File: src/hdl/rne_pkg.sv
package rne_pkg;

  // Width of the expanded-length and byte counters; both saturate at all ones.
  localparam int LENGTH_WIDTH = 20;
  // Width of the total_length field on the end beat.
  localparam int TOTAL_WIDTH = 20;
  localparam int SYMBOL_WIDTH = 8;
  localparam int RUN_WIDTH = 7;
  localparam int BYTE_WIDTH = 8;

  // Result queue: one accepted byte may push up to three beats.
  localparam int MAX_BURST = 3;
  localparam int QUEUE_DEPTH = 4;
  localparam int QPTR_WIDTH = $clog2(QUEUE_DEPTH);
  localparam int QCNT_WIDTH = $clog2(QUEUE_DEPTH + 1);

  localparam logic [BYTE_WIDTH-1:0] CHAR_OPEN = 8'h28;
  localparam logic [BYTE_WIDTH-1:0] CHAR_ZERO = 8'h30;
  localparam logic [BYTE_WIDTH-1:0] CHAR_NINE = 8'h39;

  typedef logic [LENGTH_WIDTH-1:0] length_t;

  typedef struct packed {
    logic [SYMBOL_WIDTH-1:0] symbol;
    logic [RUN_WIDTH-1:0]    run_length;
    logic [TOTAL_WIDTH-1:0]  total_length;
    logic                    syntax_error;
    logic                    end_item;
  } result_t;

  // Saturating add of a small increment to a length counter.
  function automatic length_t sat_add(input length_t a, input logic [RUN_WIDTH:0] inc);
    logic [LENGTH_WIDTH:0] s;
    s = {1'b0, a} + (LENGTH_WIDTH + 1)'(inc);
    return s[LENGTH_WIDTH] ? {LENGTH_WIDTH{1'b1}} : s[LENGTH_WIDTH-1:0];
  endfunction

  // Low bits of a counter as shown on the end beat (zero-extended if narrower).
  function automatic logic [TOTAL_WIDTH-1:0] to_total(input length_t a);
    logic [63:0] w;
    w = 64'(a);
    return w[TOTAL_WIDTH-1:0];
  endfunction

endpackage

File: src/hdl/rne_if.sv
interface rne_in_if;
  logic                             valid;
  logic                             ready;
  logic [rne_pkg::BYTE_WIDTH-1:0]   in_byte;
  logic                             is_final;

  modport source (output valid, output in_byte, output is_final, input ready);
  modport sink (input valid, input in_byte, input is_final, output ready);
endinterface

interface rne_out_if;
  logic                             valid;
  logic                             ready;
  logic [rne_pkg::SYMBOL_WIDTH-1:0] symbol;
  logic [rne_pkg::RUN_WIDTH-1:0]    run_length;
  logic [rne_pkg::TOTAL_WIDTH-1:0]  total_length;
  logic                             syntax_error;
  logic                             end_item;

  modport source (output valid, output symbol, output run_length, output total_length,
                  output syntax_error, output end_item, input ready);
  modport sink (input valid, input symbol, input run_length, input total_length,
                input syntax_error, input end_item, output ready);
endinterface

File: src/hdl/repeat_notation_expander.sv
// Repeat notation expander. Bytes of an allele string arrive one per beat on
// the inbound channel, the last one flagged by is_final. Each byte is parsed in
// the cycle it is accepted: a plain byte yields a run of length one, and a group
// written as '(' symbol, one ignored byte, and a one- or two-digit count from 1
// to 99 yields a single run of that symbol. The final byte adds an end beat with
// the expanded length (saturating) and a syntax-error flag; after an error the
// rest of the string is counted but produces no runs, and the end beat carries
// the input byte count instead, so the consumer should drop the runs and keep
// the original string. A byte pushes zero to three beats into a four-entry
// result queue that drains one beat per cycle while the consumer is ready; the
// inbound channel is ready whenever the queue can take three more beats, that
// is, when at most one beat is waiting. A stream that yields one beat per byte
// therefore runs at one byte per clock if unstalled; the sustained rate is set
// by the number of result beats per byte. After the end beat the parser is
// back in its reset state and the next string may follow in the next cycle.
module repeat_notation_expander (
  input  logic              clk,
  input  logic              rst,
  rne_in_if.sink            inbound,
  rne_out_if.source         outbound
);

  typedef enum logic [2:0] {
    MODE_LIT,
    MODE_OPEN,
    MODE_SKIP,
    MODE_DIG0,
    MODE_DIG1,
    MODE_DIG2,
    MODE_ERR
  } mode_t;

  // Parser state.
  mode_t                                mode;
  logic [rne_pkg::SYMBOL_WIDTH-1:0]     held_symbol;
  logic [rne_pkg::RUN_WIDTH-1:0]        digit_value;
  rne_pkg::length_t                     expanded_count;
  rne_pkg::length_t                     byte_count;

  // Result queue.
  rne_pkg::result_t                     queue [rne_pkg::QUEUE_DEPTH];
  logic [rne_pkg::QPTR_WIDTH-1:0]       wptr;
  logic [rne_pkg::QPTR_WIDTH-1:0]       rptr;
  logic [rne_pkg::QCNT_WIDTH-1:0]       count;

  logic                                 accept;
  logic                                 pop;

  // Next-state and per-byte results.
  mode_t                                mode_next;
  logic [rne_pkg::SYMBOL_WIDTH-1:0]     held_symbol_next;
  logic [rne_pkg::RUN_WIDTH-1:0]        digit_value_next;
  rne_pkg::length_t                     expanded_sum;
  rne_pkg::length_t                     byte_sum;
  logic                                 is_digit;
  logic [rne_pkg::RUN_WIDTH-1:0]        digit;
  logic                                 close_run;
  logic                                 lit_run;
  logic                                 err_final;
  logic [rne_pkg::RUN_WIDTH:0]          grow;
  rne_pkg::result_t                     close_item;
  rne_pkg::result_t                     lit_item;
  rne_pkg::result_t                     end_item;
  logic [rne_pkg::QPTR_WIDTH-1:0]       lit_slot;
  logic [rne_pkg::QPTR_WIDTH-1:0]       end_slot;
  logic [rne_pkg::QCNT_WIDTH-1:0]       push_count;

  assign accept = inbound.valid && inbound.ready;
  assign pop    = outbound.valid && outbound.ready;

  // Room for a full burst must exist before a byte is taken.
  assign inbound.ready = count <= rne_pkg::QCNT_WIDTH'(rne_pkg::QUEUE_DEPTH - rne_pkg::MAX_BURST);

  assign is_digit = (inbound.in_byte >= rne_pkg::CHAR_ZERO) &&
                    (inbound.in_byte <= rne_pkg::CHAR_NINE);
  assign digit = is_digit ? rne_pkg::RUN_WIDTH'(inbound.in_byte - rne_pkg::CHAR_ZERO)
                          : '0;

  // One pass of the parser over the accepted byte.
  always_comb begin
    mode_next        = mode;
    held_symbol_next = held_symbol;
    digit_value_next = digit_value;
    close_run        = 1'b0;
    lit_run          = 1'b0;
    case (mode)
      MODE_LIT: begin
        if (inbound.in_byte == rne_pkg::CHAR_OPEN) begin
          mode_next = MODE_OPEN;
        end else begin
          lit_run = 1'b1;
        end
      end
      MODE_OPEN: begin
        held_symbol_next = inbound.in_byte;
        mode_next        = MODE_SKIP;
      end
      MODE_SKIP: begin
        mode_next = MODE_DIG0;
      end
      MODE_DIG0: begin
        if (is_digit) begin
          digit_value_next = digit;
          mode_next        = MODE_DIG1;
        end else begin
          mode_next = MODE_ERR;
        end
      end
      MODE_DIG1, MODE_DIG2: begin
        if (is_digit) begin
          if (mode == MODE_DIG1) begin
            // The first digit is at most nine, so ten times it fits.
            digit_value_next = (digit_value << 3) + (digit_value << 1) + digit;
            mode_next        = MODE_DIG2;
          end else begin
            mode_next = MODE_ERR;
          end
        end else if (digit_value == '0) begin
          mode_next = MODE_ERR;
        end else begin
          // The count ends here and the byte is read again as a literal.
          close_run = 1'b1;
          if (inbound.in_byte == rne_pkg::CHAR_OPEN) begin
            mode_next = MODE_OPEN;
          end else begin
            lit_run   = 1'b1;
            mode_next = MODE_LIT;
          end
        end
      end
      default: begin
        mode_next = MODE_ERR;
      end
    endcase

    // The end of the string closes an open count or flags a truncated group.
    if (inbound.is_final) begin
      case (mode_next)
        MODE_OPEN, MODE_SKIP, MODE_DIG0: begin
          mode_next = MODE_ERR;
        end
        MODE_DIG1, MODE_DIG2: begin
          if (digit_value_next == '0) begin
            mode_next = MODE_ERR;
          end else begin
            close_run = 1'b1;
            mode_next = MODE_LIT;
          end
        end
        default: begin
        end
      endcase
    end
  end

  assign err_final = (mode_next == MODE_ERR);

  // A closing run and a literal may both add to the length in one byte.
  assign grow = (close_run ? {1'b0, digit_value_next} : '0) +
                (rne_pkg::RUN_WIDTH + 1)'(lit_run);
  assign expanded_sum = rne_pkg::sat_add(expanded_count, grow);
  assign byte_sum     = rne_pkg::sat_add(byte_count, (rne_pkg::RUN_WIDTH + 1)'(1));

  always_comb begin
    close_item              = '0;
    close_item.symbol       = held_symbol_next;
    close_item.run_length   = digit_value_next;
    lit_item                = '0;
    lit_item.symbol         = inbound.in_byte;
    lit_item.run_length     = rne_pkg::RUN_WIDTH'(1);
    end_item                = '0;
    end_item.total_length   = rne_pkg::to_total(err_final ? byte_sum : expanded_sum);
    end_item.syntax_error   = err_final;
    end_item.end_item       = 1'b1;
  end

  // Beats of one byte go into consecutive slots: closing run, literal, end.
  assign lit_slot   = wptr + rne_pkg::QPTR_WIDTH'(close_run);
  assign end_slot   = lit_slot + rne_pkg::QPTR_WIDTH'(lit_run);
  assign push_count = rne_pkg::QCNT_WIDTH'(close_run) + rne_pkg::QCNT_WIDTH'(lit_run) +
                      rne_pkg::QCNT_WIDTH'(inbound.is_final);

  always_ff @(posedge clk) begin
    if (accept) begin
      if (close_run) begin
        queue[wptr] <= close_item;
      end
      if (lit_run) begin
        queue[lit_slot] <= lit_item;
      end
      if (inbound.is_final) begin
        queue[end_slot] <= end_item;
      end
    end
  end

  always_ff @(posedge clk) begin
    if (rst) begin
      mode           <= MODE_LIT;
      held_symbol    <= '0;
      digit_value    <= '0;
      expanded_count <= '0;
      byte_count     <= '0;
      wptr           <= '0;
      rptr           <= '0;
      count          <= '0;
    end else begin
      if (accept) begin
        if (inbound.is_final) begin
          mode           <= MODE_LIT;
          held_symbol    <= '0;
          digit_value    <= '0;
          expanded_count <= '0;
          byte_count     <= '0;
        end else begin
          mode           <= mode_next;
          held_symbol    <= held_symbol_next;
          digit_value    <= digit_value_next;
          expanded_count <= expanded_sum;
          byte_count     <= byte_sum;
        end
        wptr <= wptr + rne_pkg::QPTR_WIDTH'(push_count);
      end
      if (pop) begin
        rptr <= rptr + rne_pkg::QPTR_WIDTH'(1);
      end
      count <= count + (accept ? push_count : '0) - rne_pkg::QCNT_WIDTH'(pop);
    end
  end

  assign outbound.valid        = count != '0;
  assign outbound.symbol       = queue[rptr].symbol;
  assign outbound.run_length   = queue[rptr].run_length;
  assign outbound.total_length = queue[rptr].total_length;
  assign outbound.syntax_error = queue[rptr].syntax_error;
  assign outbound.end_item     = queue[rptr].end_item;

`ifndef SYNTH
  // The queue never holds more beats than it has entries.
  assert property (@(posedge clk) disable iff (rst)
    count <= rne_pkg::QCNT_WIDTH'(rne_pkg::QUEUE_DEPTH))
    else $error("result queue overflow");

  // A run beat always repeats its symbol at least once.
  assert property (@(posedge clk) disable iff (rst)
    outbound.valid && !outbound.end_item |-> outbound.run_length != '0)
    else $error("run beat with zero length");

  // The end beat carries no symbol and no run.
  assert property (@(posedge clk) disable iff (rst)
    outbound.valid && outbound.end_item |->
      outbound.symbol == '0 && outbound.run_length == '0)
    else $error("end beat carries a run");

  // After the final byte the parser is back in its reset state.
  assert property (@(posedge clk) disable iff (rst)
    accept && inbound.is_final |=>
      mode == MODE_LIT && expanded_count == '0 && byte_count == '0)
    else $error("parser not cleared after final byte");
`endif

endmodule

File: src/flat_wrapper.sv
// flat-port wrapper written by rule: the top's interface ports become plain ports
module repeat_notation_expander_flat 
  (clk, rst, inbound_valid, inbound_in_byte, inbound_is_final, inbound_ready, outbound_valid, outbound_symbol, outbound_run_length, outbound_total_length, outbound_syntax_error, outbound_end_item, outbound_ready);
  rne_in_if inbound_i ();
  rne_out_if outbound_i ();
  input  logic clk;
  input  logic rst;
  input wire logic [$bits(inbound_i.valid)-1:0] inbound_valid;
  input wire logic [$bits(inbound_i.in_byte)-1:0] inbound_in_byte;
  input wire logic [$bits(inbound_i.is_final)-1:0] inbound_is_final;
  output wire logic [$bits(inbound_i.ready)-1:0] inbound_ready;
  output wire logic [$bits(outbound_i.valid)-1:0] outbound_valid;
  output wire logic [$bits(outbound_i.symbol)-1:0] outbound_symbol;
  output wire logic [$bits(outbound_i.run_length)-1:0] outbound_run_length;
  output wire logic [$bits(outbound_i.total_length)-1:0] outbound_total_length;
  output wire logic [$bits(outbound_i.syntax_error)-1:0] outbound_syntax_error;
  output wire logic [$bits(outbound_i.end_item)-1:0] outbound_end_item;
  input wire logic [$bits(outbound_i.ready)-1:0] outbound_ready;
  assign inbound_i.valid = inbound_valid;
  assign inbound_i.in_byte = inbound_in_byte;
  assign inbound_i.is_final = inbound_is_final;
  assign inbound_ready = inbound_i.ready;
  assign outbound_valid = outbound_i.valid;
  assign outbound_symbol = outbound_i.symbol;
  assign outbound_run_length = outbound_i.run_length;
  assign outbound_total_length = outbound_i.total_length;
  assign outbound_syntax_error = outbound_i.syntax_error;
  assign outbound_end_item = outbound_i.end_item;
  assign outbound_i.ready = outbound_ready;
  repeat_notation_expander u_core (.clk(clk), .rst(rst), .inbound(inbound_i), .outbound(outbound_i));
endmodule
File: config.mk
export PLATFORM = sky130hd
export DESIGN_NAME = repeat_notation_expander_flat
export DESIGN_NICKNAME = d
export VERILOG_FILES = /design/src/hdl/rne_pkg.sv /design/src/hdl/rne_if.sv /design/src/hdl/repeat_notation_expander.sv /design/src/flat_wrapper.sv
export SDC_FILE = /design/constraint.sdc
export NUM_CORES = 1
export LEC_CHECK = 0
export BUFFER_PORTS_ARGS = -buffer_cell sky130_fd_sc_hd__buf_2
export CAP_MARGIN = 10
export CORE_MARGIN = 3
export CORE_UTILIZATION = 30
export DETAILED_ROUTE_END_ITERATION = 6
export SLEW_MARGIN = 20
export SYNTH_ARGS = -nofsm -noshare
export SYNTH_HDL_FRONTEND = slang
export SYNTH_SLANG_ARGS = --single-unit
File: constraint.sdc
create_clock -name clk -period 11.2 [get_ports clk]
set_input_delay 2.24 -clock clk [delete_from_list [all_inputs] [get_ports clk]]
set_output_delay 2.24 -clock clk [all_outputs]
set_load 0.05 [all_outputs]
==> impl_metrics.env <==
export IMPL_slowest_delay_ns=0.82
export IMPL_place_worst_setup_slack_ns=2.03
export IMPL_portBuffers=51
export IMPL_cts_root_buf="clkbuf_16"
export IMPL_finalSetupTns_ns=0
export IMPL_post_cts_resized=0
export IMPL_worst_slack_ns=2.50
export IMPL_synth_top_family_by_area="simple AND/OR/NAND/NOR gates"
export IMPL_rows=71
export IMPL_maxCapViolations=0
export IMPL_synth_seq_cells=215
export IMPL_final_max_slew_viol_count=0
export IMPL_max_slew_margin=0.262
export IMPL_placed_cells=1693
export IMPL_cp_required_ns=11.42
export IMPL_synth_xor_area_share=0.0241
export IMPL_yosysTopAreaCell="dfxtp_1"
export IMPL_synth_warnings=0
export IMPL_grt_pass1_wl_um=50500
export IMPL_core_area_um2=37900
export IMPL_fillers=3880
export IMPL_max_freq_mhz=115
export IMPL_synth_edff_count=84
export IMPL_final_cell_mix="173 x nor2_1, 128 x dfxtp_1, 100 x a21oi_1"
export IMPL_crit_arrival_ns=8.92
export IMPL_cts_tree="done"
export IMPL_synth_compound_area_share=0.172
export IMPL_initialDrtViolationCount=834
export IMPL_post_dp_cell_area_um2=12300
export IMPL_final_cells=1734
export IMPL_netlist_area_leader_share=0.225
export IMPL_power_density_nw_per_um2=195
export IMPL_die_h_um=203
export IMPL_min_path_type="flip-flop to flip-flop"
export IMPL_dp_hpwl_um=20100
export IMPL_cp_slowest_cell="a211oi_1"
export IMPL_outcome="completed"
export IMPL_clk_pin_slew_ns=0.06
export IMPL_drive_gt1_frac=0.160
export IMPL_syn_area_um2=11700
export IMPL_antenna_found_initial=3
export IMPL_drc=0
export IMPL_multi_input_area_um2=6030
export IMPL_n_antenna_cell=0
export IMPL_clock_sinks=215
export IMPL_grt_usage=0.151
export IMPL_hold_viol=0
export IMPL_die_area_um2=41200
export IMPL_ys_types=71
export IMPL_htreeDepth=1
export IMPL_final_cell_area_um2=13100
export IMPL_cts_buffers=23
export IMPL_vias=9241
export IMPL_endpoint_kind="flip-flop"
export IMPL_setup_viol=0
export IMPL_clk_path_buf_depth=3
export IMPL_syn_num_nets=1243
export IMPL_syn_to_final_growth_pct=12.6
export IMPL_ant_nets=0
export IMPL_critical_path_class="input pin to flip-flop"
export IMPL_cp_common_cell="ha_1"
export IMPL_seqCellArea_um2=5150
export IMPL_io_pins=52
export IMPL_fin_skew_ns=0.0257
export IMPL_dr_pass1_iters=5
export IMPL_critPathMaxFanout=10
export IMPL_post_drt_wl_per_cell_um=18.2
export IMPL_post_cts_buffers=0
export IMPL_cp_start_kind="input pin"
export IMPL_finalPower_mw=2.56
export IMPL_finalCritPeriodShare=0.776
export IMPL_gp_congestion=0.819
export IMPL_synthCells=1195
export IMPL_cp_buffers_inverters=1
export IMPL_period_minus_slack_ns=8.70
export IMPL_clk_insertion_delay_late_ns=0.52
export IMPL_vias_per_cell=5.33
export IMPL_path_delay_family="compound AO/OA/AOI/OAI gates"
export IMPL_finalWirelength_um=31600
export IMPL_synthAdderAreaFrac=0.0421
export IMPL_synth_area_top_cells="dfxtp_1 23%, edfxtp_1 22%, mux4_2 7.2%"
export IMPL_yosysSeqAreaShare=0.442
export IMPL_die_w_um=203
export IMPL_holdBufCountCts=0
export IMPL_power_leakage_nw=4.66
export IMPL_grt_max_degree=69
export IMPL_globalRoute_totalOverflow=0
export IMPL_synthSimpleGateAreaFrac=0.174
export IMPL_start_util=0.307
export IMPL_first_global_vias=8940
export IMPL_rsz0062_at_grt="no"
export IMPL_final_common_cell="nor2_1"
export IMPL_worst_pin_slew_ns=1.11
export IMPL_muxShareOfSynthArea=0.104
export IMPL_syn_avg_cell_area_um2=9.75
export IMPL_ys_flop_type="dfxtp_1"
export IMPL_ir_drop_mv=0.118
export IMPL_async_reset_ff_frac=0
export IMPL_nets=1255
[cells in the mapped netlist, types with 19 or more instances]
library cell	instances
edfxtp_1	84
a21oi_1	101
or3_1	23
ha_1	28
clkbuf_1	59
inv_1	34
a21o_1	19
a211oi_1	22
mux2i_1	21
a22oi_1	36
mux4_2	37
nor3_1	49
nand2_1	78
dfxtp_1	131
o21ai_0	28
nand3_1	25
xnor2_1	20
nor2_1	174
[registers in the layout, indices dropped and copies added (netlist names), 3 cells and up, named ones only]
signal                 count
u_core.count               3
u_core.expanded_count     20
u_core.held_symbol         8
u_core.queue             148
u_core.byte_count         20
u_core.digit_value         7
u_core.mode                3
[layer usage]
metal	vias to the layer above	track usage	wire, um
met3	43	0.0241	1980
met4	6	0.0361	620
met1	4495	0.218	14700
met5	-	0	42
li1	4424	-	-
met2	273	0.238	14300
[where the power goes]
part           internal, mW  switching (mW)  leakage, nW
logic                 0.249           0.565         2.35
registers             0.921          0.0414         1.93
clock network         0.461           0.318        0.375
total                  1.63           0.925         4.66
[worst reg2reg max path, delay by kind of cell (launching register included)]
family / cells / cell delay [ns]
and+or+nand+nor: 7 / 0.82
xor gates and xnor gates: 2 / 0.31
AOI/OAI and AO/OA: 8 / 2.23
adders and majority gates: 5 / 1.77
buffers and inverters: 1 / 0.09
muxes: 2 / 0.60
DFF: 1 / 0.43
[layout make-up]
type	count	area share
repair buffers	69	0.0298
multi-input cells	863	0.460
flip-flops and latches	215	0.393
well taps	511	0.0487
clock buffers	27	0.0466
clock inverters	14	0.0124
inverters	35	0.0100
[final timing paths]
check / startpoint / end / slack (ns) / cells after the start
setup / recovery: inbound_in_byte[5] / u_core.queue[2][16] / 2.50 / 29
hold / removal: u_core.queue[1][0] / u_core.queue[1][0] / 0.46 / 2
setup reg to reg: u_core.digit_value[0] / u_core.queue[2][16] / 4.67 / 25
hold reg to reg: u_core.queue[1][0] / u_core.queue[1][0] / 0.46 / 2
[cell families after synthesis]
logic type,after synthesis
xor gates and xnor gates,32
and+or+nand+nor,427
muxes,73
DFF,215
AOI/OAI and AO/OA,296
buffers and inverters,117
adders and majority gates,35
[stage by stage]
step | hold slack (ns) | util
6_report | 0.463 | 0.346
5_1_grt | 0.486 | 0.346
4_1_cts | 0.462 | 0.346
3_5_place_dp | 0.450 | 0.325
3_3_place_gp | 0.444 | 0.325
2_1_floorplan | 0.433 | -
Note: power is estimated with default switching activity, not from simulation.
